`src/ovl_pkg.sv`:
```
// Shared types and constants for the RGB565 alpha rectangle overlay.
// No dependencies; used by every module of the block.
`timescale 1ns / 1ps

package ovl_pkg;

  localparam int MAX_FRAME_WIDTH_DEF  = 2048;
  localparam int MAX_FRAME_HEIGHT_DEF = 2048;

  localparam int REG_W     = 12;
  localparam int RGBA_W    = 32;
  localparam int DIM_W     = 13;   // holds a frame size up to 8191
  localparam int SPAN_W    = 15;   // signed rectangle edge arithmetic
  localparam int PIX_W     = 16;
  localparam int CFG_IDX_W = 3;

  localparam logic [CFG_IDX_W-1:0] REG_FRAME_WIDTH  = 3'd0;
  localparam logic [CFG_IDX_W-1:0] REG_FRAME_HEIGHT = 3'd1;
  localparam logic [CFG_IDX_W-1:0] REG_RECT_LEFT    = 3'd2;
  localparam logic [CFG_IDX_W-1:0] REG_RECT_TOP     = 3'd3;
  localparam logic [CFG_IDX_W-1:0] REG_RECT_WIDTH   = 3'd4;
  localparam logic [CFG_IDX_W-1:0] REG_RECT_HEIGHT  = 3'd5;
  localparam logic [CFG_IDX_W-1:0] REG_FILL_RGBA    = 3'd6;

  localparam logic [REG_W-1:0] FRAME_WIDTH_RST  = 12'd640;
  localparam logic [REG_W-1:0] FRAME_HEIGHT_RST = 12'd480;

  // queue between front and back; depth must be a power of two
  localparam int Q_DEPTH = 4;
  localparam int Q_AW    = $clog2(Q_DEPTH);
  localparam int Q_CW    = $clog2(Q_DEPTH + 1);

  typedef struct packed {
    logic [REG_W-1:0]  frame_width;
    logic [REG_W-1:0]  frame_height;
    logic [REG_W-1:0]  rect_left;
    logic [REG_W-1:0]  rect_top;
    logic [REG_W-1:0]  rect_width;
    logic [REG_W-1:0]  rect_height;
    logic [RGBA_W-1:0] fill_rgba;
  } cfg_t;

  typedef struct packed {
    logic [PIX_W-1:0] pix;
    logic             cov;
  } item_t;

  typedef struct packed {
    logic            full;
    logic            empty;
    logic [Q_CW-1:0] count;
  } q_stat_t;

endpackage

```
`src/ovl_front.sv`:
```
// Front end: raster position counters and rectangle hit test.
// Depends on ovl_pkg; feeds classified words into ovl_fifo.
`timescale 1ns / 1ps

module ovl_front #(
  parameter int MAX_FRAME_WIDTH  = ovl_pkg::MAX_FRAME_WIDTH_DEF,
  parameter int MAX_FRAME_HEIGHT = ovl_pkg::MAX_FRAME_HEIGHT_DEF
) (
  input  logic                     clk,
  input  logic                     rst_n,
  input  ovl_pkg::cfg_t            cfg,
  input  logic                     in_valid,
  input  logic [ovl_pkg::PIX_W-1:0] in_pix,
  input  logic                     in_frame_start,
  output logic                     in_ready,
  input  ovl_pkg::q_stat_t         q_stat,
  output logic                     push,
  output ovl_pkg::item_t           push_item
);

  localparam int CW = $clog2(MAX_FRAME_WIDTH);
  localparam int RW = $clog2(MAX_FRAME_HEIGHT);

  logic [CW-1:0] col_r, col_nxt, col_cur;
  logic [RW-1:0] row_r, row_nxt, row_cur;
  logic [ovl_pkg::DIM_W-1:0] fw_eff, fh_eff, col_inc, row_inc;
  logic signed [ovl_pkg::SPAN_W-1:0] x_pos, y_pos, x_lo, y_lo, x_hi, y_hi;
  logic in_x, in_y;

  always_comb begin
    fw_eff = (ovl_pkg::DIM_W'(cfg.frame_width) > ovl_pkg::DIM_W'(MAX_FRAME_WIDTH)) ?
             ovl_pkg::DIM_W'(MAX_FRAME_WIDTH) : ovl_pkg::DIM_W'(cfg.frame_width);
    fh_eff = (ovl_pkg::DIM_W'(cfg.frame_height) > ovl_pkg::DIM_W'(MAX_FRAME_HEIGHT)) ?
             ovl_pkg::DIM_W'(MAX_FRAME_HEIGHT) : ovl_pkg::DIM_W'(cfg.frame_height);

    col_cur = in_frame_start ? '0 : col_r;
    row_cur = in_frame_start ? '0 : row_r;

    x_pos = $signed(ovl_pkg::SPAN_W'(col_cur));
    y_pos = $signed(ovl_pkg::SPAN_W'(row_cur));
    x_lo  = ovl_pkg::SPAN_W'($signed(cfg.rect_left));
    y_lo  = ovl_pkg::SPAN_W'($signed(cfg.rect_top));
    x_hi  = x_lo + $signed(ovl_pkg::SPAN_W'(cfg.rect_width));
    y_hi  = y_lo + $signed(ovl_pkg::SPAN_W'(cfg.rect_height));

    in_x = (ovl_pkg::DIM_W'(col_cur) < fw_eff) && (x_pos >= x_lo) && (x_pos < x_hi);
    in_y = (ovl_pkg::DIM_W'(row_cur) < fh_eff) && (y_pos >= y_lo) && (y_pos < y_hi);

    col_inc = ovl_pkg::DIM_W'(col_cur) + 1'b1;
    row_inc = ovl_pkg::DIM_W'(row_cur) + 1'b1;
    row_nxt = row_cur;
    if (col_inc >= fw_eff) begin
      col_nxt = '0;
      row_nxt = (row_inc >= fh_eff) ? '0 : row_inc[RW-1:0];
    end else begin
      col_nxt = col_inc[CW-1:0];
    end
  end

  assign in_ready      = !q_stat.full;
  assign push          = in_valid && in_ready;
  assign push_item.pix = in_pix;
  assign push_item.cov = (cfg.fill_rgba[7:0] != 8'd0) && in_x && in_y;

  always_ff @(posedge clk) begin
    if (!rst_n) begin
      col_r <= '0;
      row_r <= '0;
    end else if (push) begin
      col_r <= col_nxt;
      row_r <= row_nxt;
    end
  end

endmodule

```
`src/ovl_fifo.sv`:
```
// Short word queue decoupling the front end from the blend pipeline.
// Depends on ovl_pkg for the word type and depth.
`timescale 1ns / 1ps

module ovl_fifo (
  input  logic             clk,
  input  logic             rst_n,
  input  logic             push,
  input  ovl_pkg::item_t   push_item,
  input  logic             pop,
  output ovl_pkg::item_t   pop_item,
  output ovl_pkg::q_stat_t stat
);

  ovl_pkg::item_t             mem_r [ovl_pkg::Q_DEPTH];
  logic [ovl_pkg::Q_AW-1:0]   wr_ptr_r, rd_ptr_r;
  logic [ovl_pkg::Q_CW-1:0]   cnt_r;

  assign pop_item   = mem_r[rd_ptr_r];
  assign stat.count = cnt_r;
  assign stat.full  = (cnt_r == ovl_pkg::Q_CW'(ovl_pkg::Q_DEPTH));
  assign stat.empty = (cnt_r == '0);

  always_ff @(posedge clk) begin
    if (push) begin
      mem_r[wr_ptr_r] <= push_item;
    end
  end

  always_ff @(posedge clk) begin
    if (!rst_n) begin
      wr_ptr_r <= '0;
      rd_ptr_r <= '0;
      cnt_r    <= '0;
    end else begin
      if (push) wr_ptr_r <= wr_ptr_r + 1'b1;
      if (pop)  rd_ptr_r <= rd_ptr_r + 1'b1;
      if (push && !pop)      cnt_r <= cnt_r + 1'b1;
      else if (pop && !push) cnt_r <= cnt_r - 1'b1;
    end
  end

endmodule

```
`src/ovl_back.sv`:
```
// Back end: two-stage alpha blend pipeline with registered output.
// Depends on ovl_pkg; drains words from ovl_fifo.
`timescale 1ns / 1ps

module ovl_back (
  input  logic                      clk,
  input  logic                      rst_n,
  input  ovl_pkg::cfg_t             cfg,
  input  ovl_pkg::q_stat_t          q_stat,
  input  ovl_pkg::item_t            q_item,
  output logic                      pop,
  output logic                      out_valid,
  input  logic                      out_ready,
  output logic [ovl_pkg::PIX_W-1:0] out_pix,
  output logic                      out_cov
);

  // x / 255, exact for x below 65280
  function automatic logic [7:0] div255(input logic [15:0] x);
    logic [16:0] t;
    t = 17'(x) + 17'(x[15:8]) + 17'd1;
    return t[15:8];
  endfunction

  logic [7:0] a, inv_a, fr, fg, fb, dr, dg, db, qr, qg, qb;
  logic [15:0] sr, sg, sb;
  logic        s1_en, out_en;

  logic                      s1_valid_r;
  logic [ovl_pkg::PIX_W-1:0] s1_pix_r;
  logic                      s1_cov_r;
  logic [15:0]               s1_r_r, s1_g_r, s1_b_r;

  logic                      out_valid_r;
  logic [ovl_pkg::PIX_W-1:0] out_pix_r;
  logic                      out_cov_r;

  always_comb begin
    a     = cfg.fill_rgba[7:0];
    inv_a = 8'hFF - a;
    fr    = cfg.fill_rgba[31:24];
    fg    = cfg.fill_rgba[23:16];
    fb    = cfg.fill_rgba[15:8];
    dr    = {q_item.pix[15:11], 3'b000};
    dg    = {q_item.pix[10:5], 2'b00};
    db    = {q_item.pix[4:0], 3'b000};
    // alpha 255 gives c*255/255 = c, so no separate replace path
    sr    = 16'(fr) * 16'(a) + 16'(dr) * 16'(inv_a);
    sg    = 16'(fg) * 16'(a) + 16'(dg) * 16'(inv_a);
    sb    = 16'(fb) * 16'(a) + 16'(db) * 16'(inv_a);
    qr    = div255(s1_r_r);
    qg    = div255(s1_g_r);
    qb    = div255(s1_b_r);
  end

  assign out_en = !out_valid_r || out_ready;
  assign s1_en  = !s1_valid_r || out_en;
  assign pop    = !q_stat.empty && s1_en;

  always_ff @(posedge clk) begin
    if (!rst_n) begin
      s1_valid_r  <= 1'b0;
      out_valid_r <= 1'b0;
    end else begin
      if (s1_en)  s1_valid_r  <= !q_stat.empty;
      if (out_en) out_valid_r <= s1_valid_r;
    end
  end

  always_ff @(posedge clk) begin
    if (s1_en) begin
      s1_pix_r <= q_item.pix;
      s1_cov_r <= q_item.cov;
      s1_r_r   <= sr;
      s1_g_r   <= sg;
      s1_b_r   <= sb;
    end
    if (out_en) begin
      out_cov_r <= s1_cov_r;
      out_pix_r <= s1_cov_r ? {qr[7:3], qg[7:2], qb[7:3]} : s1_pix_r;
    end
  end

  assign out_valid = out_valid_r;
  assign out_pix   = out_pix_r;
  assign out_cov   = out_cov_r;

endmodule

```
`src/rgb565_alpha_rect_overlay.sv`:
```
// A word passes queue, blend and output registers; one word per cycle unless stalled.
// Throughput is set by the blend pipeline, which advances one word per clock when not stalled.
// A four-word queue between hit test and blend absorbs output back-pressure.
// Synchronous active-low reset: position counters zero, queue and pipeline empty,
// registers to 640 x 480 frame, empty rectangle, fill colour zero.
`timescale 1ns / 1ps

module rgb565_alpha_rect_overlay #(
  parameter int MAX_FRAME_WIDTH  = ovl_pkg::MAX_FRAME_WIDTH_DEF,
  parameter int MAX_FRAME_HEIGHT = ovl_pkg::MAX_FRAME_HEIGHT_DEF
) (
  input  logic                          clk,
  input  logic                          rst_n,
  input  logic                          in_tvalid,
  output logic                          in_tready,
  input  logic [15:0]                   in_tdata,   // pixel_in
  input  logic                          in_tuser,   // frame_start
  output logic                          out_tvalid,
  input  logic                          out_tready,
  output logic [15:0]                   out_tdata,  // pixel_out
  output logic                          out_tuser,  // covered
  input  logic                          cfg_we,
  input  logic [ovl_pkg::CFG_IDX_W-1:0] cfg_index,
  input  logic [ovl_pkg::RGBA_W-1:0]    cfg_wdata
);

  ovl_pkg::cfg_t    cfg_r;
  ovl_pkg::q_stat_t q_stat;
  ovl_pkg::item_t   push_item, pop_item;
  logic             q_push, q_pop;

  always_ff @(posedge clk) begin
    if (!rst_n) begin
      cfg_r.frame_width  <= ovl_pkg::FRAME_WIDTH_RST;
      cfg_r.frame_height <= ovl_pkg::FRAME_HEIGHT_RST;
      cfg_r.rect_left    <= '0;
      cfg_r.rect_top     <= '0;
      cfg_r.rect_width   <= '0;
      cfg_r.rect_height  <= '0;
      cfg_r.fill_rgba    <= '0;
    end else if (cfg_we) begin
      unique case (cfg_index)
        ovl_pkg::REG_FRAME_WIDTH:  cfg_r.frame_width  <= cfg_wdata[ovl_pkg::REG_W-1:0];
        ovl_pkg::REG_FRAME_HEIGHT: cfg_r.frame_height <= cfg_wdata[ovl_pkg::REG_W-1:0];
        ovl_pkg::REG_RECT_LEFT:    cfg_r.rect_left    <= cfg_wdata[ovl_pkg::REG_W-1:0];
        ovl_pkg::REG_RECT_TOP:     cfg_r.rect_top     <= cfg_wdata[ovl_pkg::REG_W-1:0];
        ovl_pkg::REG_RECT_WIDTH:   cfg_r.rect_width   <= cfg_wdata[ovl_pkg::REG_W-1:0];
        ovl_pkg::REG_RECT_HEIGHT:  cfg_r.rect_height  <= cfg_wdata[ovl_pkg::REG_W-1:0];
        ovl_pkg::REG_FILL_RGBA:    cfg_r.fill_rgba    <= cfg_wdata;
        default: ;
      endcase
    end
  end

  ovl_front #(
    .MAX_FRAME_WIDTH  (MAX_FRAME_WIDTH),
    .MAX_FRAME_HEIGHT (MAX_FRAME_HEIGHT)
  ) u_front (
    .clk            (clk),
    .rst_n          (rst_n),
    .cfg            (cfg_r),
    .in_valid       (in_tvalid),
    .in_pix         (in_tdata),
    .in_frame_start (in_tuser),
    .in_ready       (in_tready),
    .q_stat         (q_stat),
    .push           (q_push),
    .push_item      (push_item)
  );

  ovl_fifo u_fifo (
    .clk       (clk),
    .rst_n     (rst_n),
    .push      (q_push),
    .push_item (push_item),
    .pop       (q_pop),
    .pop_item  (pop_item),
    .stat      (q_stat)
  );

  ovl_back u_back (
    .clk       (clk),
    .rst_n     (rst_n),
    .cfg       (cfg_r),
    .q_stat    (q_stat),
    .q_item    (pop_item),
    .pop       (q_pop),
    .out_valid (out_tvalid),
    .out_ready (out_tready),
    .out_pix   (out_tdata),
    .out_cov   (out_tuser)
  );

  a_pop_nonempty: assert property (@(posedge clk) disable iff (!rst_n)
    q_pop |-> q_stat.count != '0)
    else $error("queue popped while empty");

  a_count_bound: assert property (@(posedge clk) disable iff (!rst_n)
    q_stat.count <= ovl_pkg::Q_CW'(ovl_pkg::Q_DEPTH))
    else $error("queue count beyond depth");

  a_reset_empty: assert property (@(posedge clk)
    !rst_n |=> !out_tvalid && q_stat.empty)
    else $error("pipeline not empty after reset");

endmodule

```
`config.mk`:
```
export PLATFORM = sky130hd
export DESIGN_NAME = rgb565_alpha_rect_overlay
export DESIGN_NICKNAME = d
export VERILOG_FILES = /design/src/ovl_pkg.sv /design/src/ovl_front.sv /design/src/ovl_fifo.sv /design/src/ovl_back.sv /design/src/rgb565_alpha_rect_overlay.sv
export SDC_FILE = /design/constraint.sdc
export NUM_CORES = 1
export LEC_CHECK = 0
export BUFFER_PORTS_ARGS = -buffer_cell sky130_fd_sc_hd__buf_2
export CORE_AREA = 10 10 209 211
export DETAILED_ROUTE_END_ITERATION = 6
export DIE_AREA = 0 0 219 221
export GPL_ROUTABILITY_DRIVEN = 0
export PLACE_DENSITY_LB_ADDON = 0.08
export RECOVER_POWER = 25
export SYNTH_ARGS = -nofsm -noshare
export SYNTH_HDL_FRONTEND = slang
export SYNTH_SLANG_ARGS = --single-unit
```
`constraint.sdc`:
```
create_clock -name clk -period 9.8 [get_ports clk]
set_input_delay 0.98 -clock clk [delete_from_list [all_inputs] [get_ports clk]]
set_output_delay 0.98 -clock clk [all_outputs]
set_load 0.02 [all_outputs]
```
==> results.toml, run 1 <==
[floorplanning]
die_w_um = 219
core_area_um2 = 39460
io-pin-count = 76
die-area_um2 = 48400
dieHeight_um = 221
initial_utilization = 0.6453
rows = 73

[grt]
grt_pass1_vias = 19920
grt_pass1_wl_um = 99170
grt_overflow_total = 0
antenna_found_initial = 2
grt_max_degree = 86
grtUsageTotal = 0.2500

[routing]
vias = 19210
drt-initial-drc-count = 1131
firstDrtPassIters = 5
post_drt_wl_per_cell_um = 17.67
wirelength_um = 59290
route.detailed.drc = 0
ant_nets = 0
vias_per_cell = 5.723

[clock_tree]
clockRootBuffer = "clkbuf_16"
cts_hold_buf = 0
cts_resized = 0
cts_buffer_depth = 3
path_clk_slew_ps = 60
clk-insertion-delay-late_ps = 550
postCtsSetupBuffers = 0
cts-buffers-inserted = 34
h-tree-depth = 2
cts_tree = "yes"
cts_sinks = 287

[yosys]
syn_nets = 3349
synth_edf_count = 150
ys.flop_type = "edfxtp_1"
synthArstFlopShare = 0
ys_ff_latch = 287
syn_inst = 2779
synth_warnings = 0
synth_area_per_cell_um2 = 9.162
ys_types = 63
synthesis.area_um2 = 25460
ys_seq_area_frac = 0.2846

[timing]
max_slew_margin = -0.3864
fin_skew_ps = 11.13
setup_viol_count_final = 0
min_period_over_period = 0.8138
drv_slew = 75
setup_tns_ps = 0
hold_viol_final = 0
max_freq_ghz = 0.1254
period_needed_ps = 7975
tightestPinTransition_ps = 2080
rsz0062_at_grt = "no"

[finish]
area_delta_synth_final_pct = 7.420
diodes = 0
fin_nets = 3377
drive_above_1_share = 0.05970

[worst_setup_path]
crit_end = "u_back.s1_g_r[14]"
critPathKind = "reg2reg"
r2r_cells = 24
worst-path-buf-inv = 4
cp.depth = 24
required_ps = 10090
cp_max_fo = 22
worstSetupStartpointType = "flop"
r2r_slack_ps = 1820
path_common_cell = "fa_1"
end_kind = "flop"
r2r_end = "u_back.s1_g_r[14]"
critPathArrivalTime_ps = 8260
path_cells = "mux2_2, o21ai_1, nor2_1, fa_1, ha_1, ha_1, ha_1, fa_1, inv_1, fa_1, inv_1, fa_1, inv_1, fa_1, fa_1, inv_1, ha_1, nor2b_1, o21ai_0, a21oi_1, o21ai_0, a21oi_1, o2111ai_1, o211ai_1"
path_delay_family = "adder cells"
cpPeakStageDelay_ps = 1020
cpMaxStageDelayCell = "dfxtp_1"

[status]
violations = "max-capacitance violations, max-slew violations"
outcome = "finished, violations left"

[worst_hold_path]
hold_class = "reg2reg"
min_from = "cfg_r[96]"

[job]
cap_violations = 2

[place]
dp_hpwl_um = 44470
io_buffers = 75
[worst min-delay path by stage]
stage / to / cells past startpoint
after floorplan: cfg_r[80] / 2
after global placement: cfg_r[80] / 2
after detailed placement: cfg_r[92] / 2
after CTS: cfg_r[96] / 2
after global routing: cfg_r[46] / 2
final: cfg_r[96] / 2
[layout by cell type (no fill, tap or decap), drive strengths merged, types with 21 or more instances in the layout]
| cell | count |
|---|---|
| dfxtp | 137 |
| a21oi | 208 |
| xnor2 | 48 |
| nor3 | 45 |
| o21ai | 73 |
| xor2 | 55 |
| a21o | 24 |
| and3 | 21 |
| ha | 304 |
| nand2 | 388 |
| clkbuf | 62 |
| o21a | 25 |
| buf | 73 |
| nor2b | 80 |
| and2 | 108 |
| edfxtp | 150 |
| fa | 209 |
| nand2b | 59 |
| nor2 | 119 |
| inv | 396 |
| nand3 | 47 |
[logic make-up after synthesis]
family | synth area share
AOI/OAI and AO/OA | 0.1018
muxes | 0.01558
DFF | 0.2846
xor gates and xnor gates | 0.03543
adders and majority gates | 0.3137
buffers and inverters | 0.07283
and+or+nand+nor | 0.1760
[metrics by stage]
step	hold slack, ps	util	std cells	setup WS, ps	area [µm²]
floorplan	431.8	-	2779	2711	25460
global placement	439.8	0.6655	3296	2021	26260
detailed placement	442.8	0.6655	3296	1836	26260
CTS	455.1	0.6939	3356	1834	27380
global route	475.0	0.6932	3356	1361	27350
finish	454.8	0.6932	3356	1825	27350
[final cells by class]
| cell class | instances | area (µm²) |
|---|---|---|
| clock inverters | 17 | 185.2 |
| well taps | 525 | 656.9 |
| flip-flops and latches | 287 | 7247 |
| clock buffers | 43 | 934.6 |
| repair buffers | 92 | 474.2 |
| inverters | 393 | 1478 |
| fillers | 3228 | 12110 |
| multi-input cells | 1999 | 16380 |
[registers in the layout, indices dropped and copies added (netlist names), 2 cells and up, named ones only]
signal	flops
cfg_r	104
u_back.out_pix	16
u_back.s1_b_r	16
u_back.s1_g_r	16
u_back.s1_pix_r	16
u_back.s1_r_r	16
u_fifo.cnt_r	3
u_fifo.mem_r	68
u_fifo.rd_ptr_r	2
u_fifo.wr_ptr_r	2
u_front.col_r	11
u_front.row_r	11
[synthesized netlist by cell type, types with 59 or more instances]
master / n / area share
nor2b_1: 80 / 0.020
dfxtp_1: 137 / 0.11
nand2_1: 388 / 0.057
nor2_1: 119 / 0.018
a21oi_1: 208 / 0.041
nand2b_1: 59 / 0.014
inv_1: 393 / 0.058
and2_1: 108 / 0.027
fa_1: 209 / 0.16
edfxtp_1: 150 / 0.18
clkbuf_1: 77 / 0.011
ha_1: 304 / 0.15
[worst reg2reg max path, stage by stage, from the launching register on]
cell and delay (ps):
dfxtp_1 1020, mux2_2 420, o21ai_1 530, nor2_1 150
fa_1 490, ha_1 300, ha_1 300, ha_1 220
fa_1 530, inv_1 50, fa_1 530, inv_1 50
fa_1 500, inv_1 60, fa_1 480, fa_1 480
inv_1 40, ha_1 310, nor2b_1 140, o21ai_0 240
a21oi_1 130, o21ai_0 250, a21oi_1 150, o2111ai_1 230
o211ai_1 120
[metal layers]
layer | global-route usage | up-vias | part of all wire
li1 | - | 9238 | -
met1 | 0.3118 | 9328 | 0.42
met2 | 0.4258 | 513 | 0.49
met3 | 0.04502 | 124 | 0.059
met4 | 0.08734 | 2 | 0.031
met5 | 0 | - | 0.00013
Power of run 1 is left out: the tool's default activity adds up to more than one toggle a clock period on the data nets, which glitch-free logic cannot reach.
==> run 2: changes to the inputs <==
- CORE_AREA: 10 10 209 211 -> 10 10 221 223
- DIE_AREA: 0 0 219 221 -> 0 0 231 233
- clock period: 9.8 -> 6.7 ns (I/O delays scaled with it)
==> run 2 against run 1 <==
Effect of this change: the flow still finishes with violations (max-capacitance violations, max-slew violations); sequential share of layout area shrank 1.7 points; non-clock buffer count grew 106; maximum frequency grew 20%; clock-buffer cell count grew 4; design area grew 6.9%; worst hold slack lost 120 ps; highest routed layer is now met4; first-iteration DRC count grew 3.5%; critical endpoint is now u_back.s1_b_r[14]; clock skew grew 18 ps; via count grew 1.5%.
==> results.toml, run 2 (synthesis results as in run 1) <==
[clock_tree]
path_clk_slew_ps = 70
cts_sinks = 287
clockRootBuffer = "clkbuf_16"
cts_tree = "yes"
cts_hold_buf = 0
cts_buffer_depth = 3
cts-buffers-inserted = 35
h-tree-depth = 2
clk-insertion-delay-late_ps = 570

[finish]
postLayoutCoreUtil = 0.6624
top_register = "cfg_r"
drive_above_1_share = 0.1391
mostFrequentLayoutCells = "384 x nand2_1, 373 x inv_1, 278 x ha_1, 206 x fa_1, 191 x a21oi_1"
largestRegisters = "cfg_r x104, u_fifo.mem_r x68"
area_delta_synth_final_pct = 14.79
layout_commonest_cell = "nand2_1"
fin_nets = 3484
largest_reg_flops = 104

[grt]
grt_pass1_vias = 19880
grt_pass1_wl_um = 101100
grtUsageTotal = 0.2314
antenna_found_initial = 2
grt_max_degree = 74
grt_overflow_total = 0

[place]
io_buffers = 75
dp_hpwl_um = 47150

[worst_setup_path]
worst-path-buf-inv = 2
cpMaxStageDelayCell = "fa_2"
end_kind = "flop"
required_ps = 6980
path_common_cell = "fa_1"
cpPeakStageDelay_ps = 580
worstSetupStartpointType = "flop"
path_cells = "mux4_2, nor2b_1, ha_1, ha_4, fa_1, inv_1, fa_2, fa_1, fa_1, fa_1, fa_1, inv_1, ha_4, nor2b_2, o21ai_2, a21oi_2, o21ai_2, a21oi_2, o211ai_1, o311ai_2"
cp_max_fo = 8
critPathKind = "reg2reg"
path_delay_family = "adder cells"
critPathArrivalTime_ps = 6960

[timing]
setup_viol_count_final = 0
rsz0062_at_grt = "yes"
max_slew_margin = -0.1142
max_freq_ghz = 0.1499
hold_viol_final = 0
whs_ps = 338.9
tightestPinTransition_ps = 1671
period_needed_ps = 6671
drv_slew = 34
fin_skew_ps = 28.96
min_period_over_period = 0.9957

[floorplanning]
die-area_um2 = 53820
io-pin-count = 76
core_area_um2 = 44120
rows = 77
initial_utilization = 0.5770
dieHeight_um = 233
die_w_um = 231

[routing]
vias = 19490
firstDrtPassIters = 5
post_drt_wl_per_cell_um = 17.69
drt-initial-drc-count = 1171
route.detailed.drc = 0
wirelength_um = 62540
ant_nets = 0
vias_per_cell = 5.513

[status]
violations = "max-capacitance violations, max-slew violations"
outcome = "finished, violations left"

[job]
cap_violations = 1

[worst_hold_path]
hold_class = "in2reg"
==> run 2: cell types whose count changed in the layout (fill, tap and decap cells not counted), moves of 17 or more <==
cell / before / now
a21oi_1: 208 / 191
buf_4: 15 / 102
ha_1: 304 / 278
ha_4: 0 / 23
inv_1: 392 / 373
inv_2: 0 / 18
==> run 2: area by class of cell <==
type	instances	area [µm²]
inverters	393	1480
clock inverters	17	251.5
well taps	592	740.7
diodes	2	5.005
repair buffers	198	1368
multi-input cells	1999	17160
flip-flops and latches	287	7254
clock buffers	47	972.2
fillers	3663	14900
==> run 2: per-layer routing <==
metal,routed length [µm],GRT usage
met4,1551,0.06845
met3,3360,0.03675
met5,0,0
met1,26340,0.2853
met2,31290,0.4101
==> run 2: path summary, 6_finish.rpt <==
| path | to | slack, ps | from | cells after the start |
|---|---|---|---|---|
| min | cfg_r[31] | 340 | cfg_wdata[31] | 3 |
| max reg2reg | u_back.s1_b_r[14] | 30 | flop | 20 |
| min reg2reg | cfg_r[81] | 450 | cfg_r[81] | 2 |
| max | u_back.s1_b_r[14] | 30 | flop | 20 |
==> run 2: worst reg2reg max path, stage by stage, from the launching register on <==
cell and delay [ps]:
dfxtp_4 430, mux4_2 580, nor2b_1 160, ha_1 330, ha_4 230, fa_1 540
inv_1 80, fa_2 580, fa_1 470, fa_1 580, fa_1 450, fa_1 540
inv_1 70, ha_4 260, nor2b_2 160, o21ai_2 180, a21oi_2 110, o21ai_2 190
a21oi_2 100, o211ai_1 230, o311ai_2 130
==> run 2: metrics by stage <==
| stage | cells | setup TNS (ps) | area (µm²) | setup slack, ps |
|---|---|---|---|---|
| detailed placement | 3437 | -2680 | 26920 | -323.9 |
| global placement | 3437 | -1435 | 26920 | -211.9 |
| global route | 3534 | -1668 | 29220 | -187.3 |
| finish | 3535 | 0 | 29230 | 28.88 |
| CTS | 3514 | 0 | 28450 | 1.479 |
| floorplan | 2779 | -5.981 | 25500 | -5.981 |
==> run 2: timing repair <==
item / 4_1_cts / 5_1_grt
pin swaps: 34 / 94
cloned: 0 / 0
resized for setup: 42 / 147
setup buffers: 13 / 20
endpoints found under the setup margin: 15 / 21
Power of run 2 is left out for the same reason.
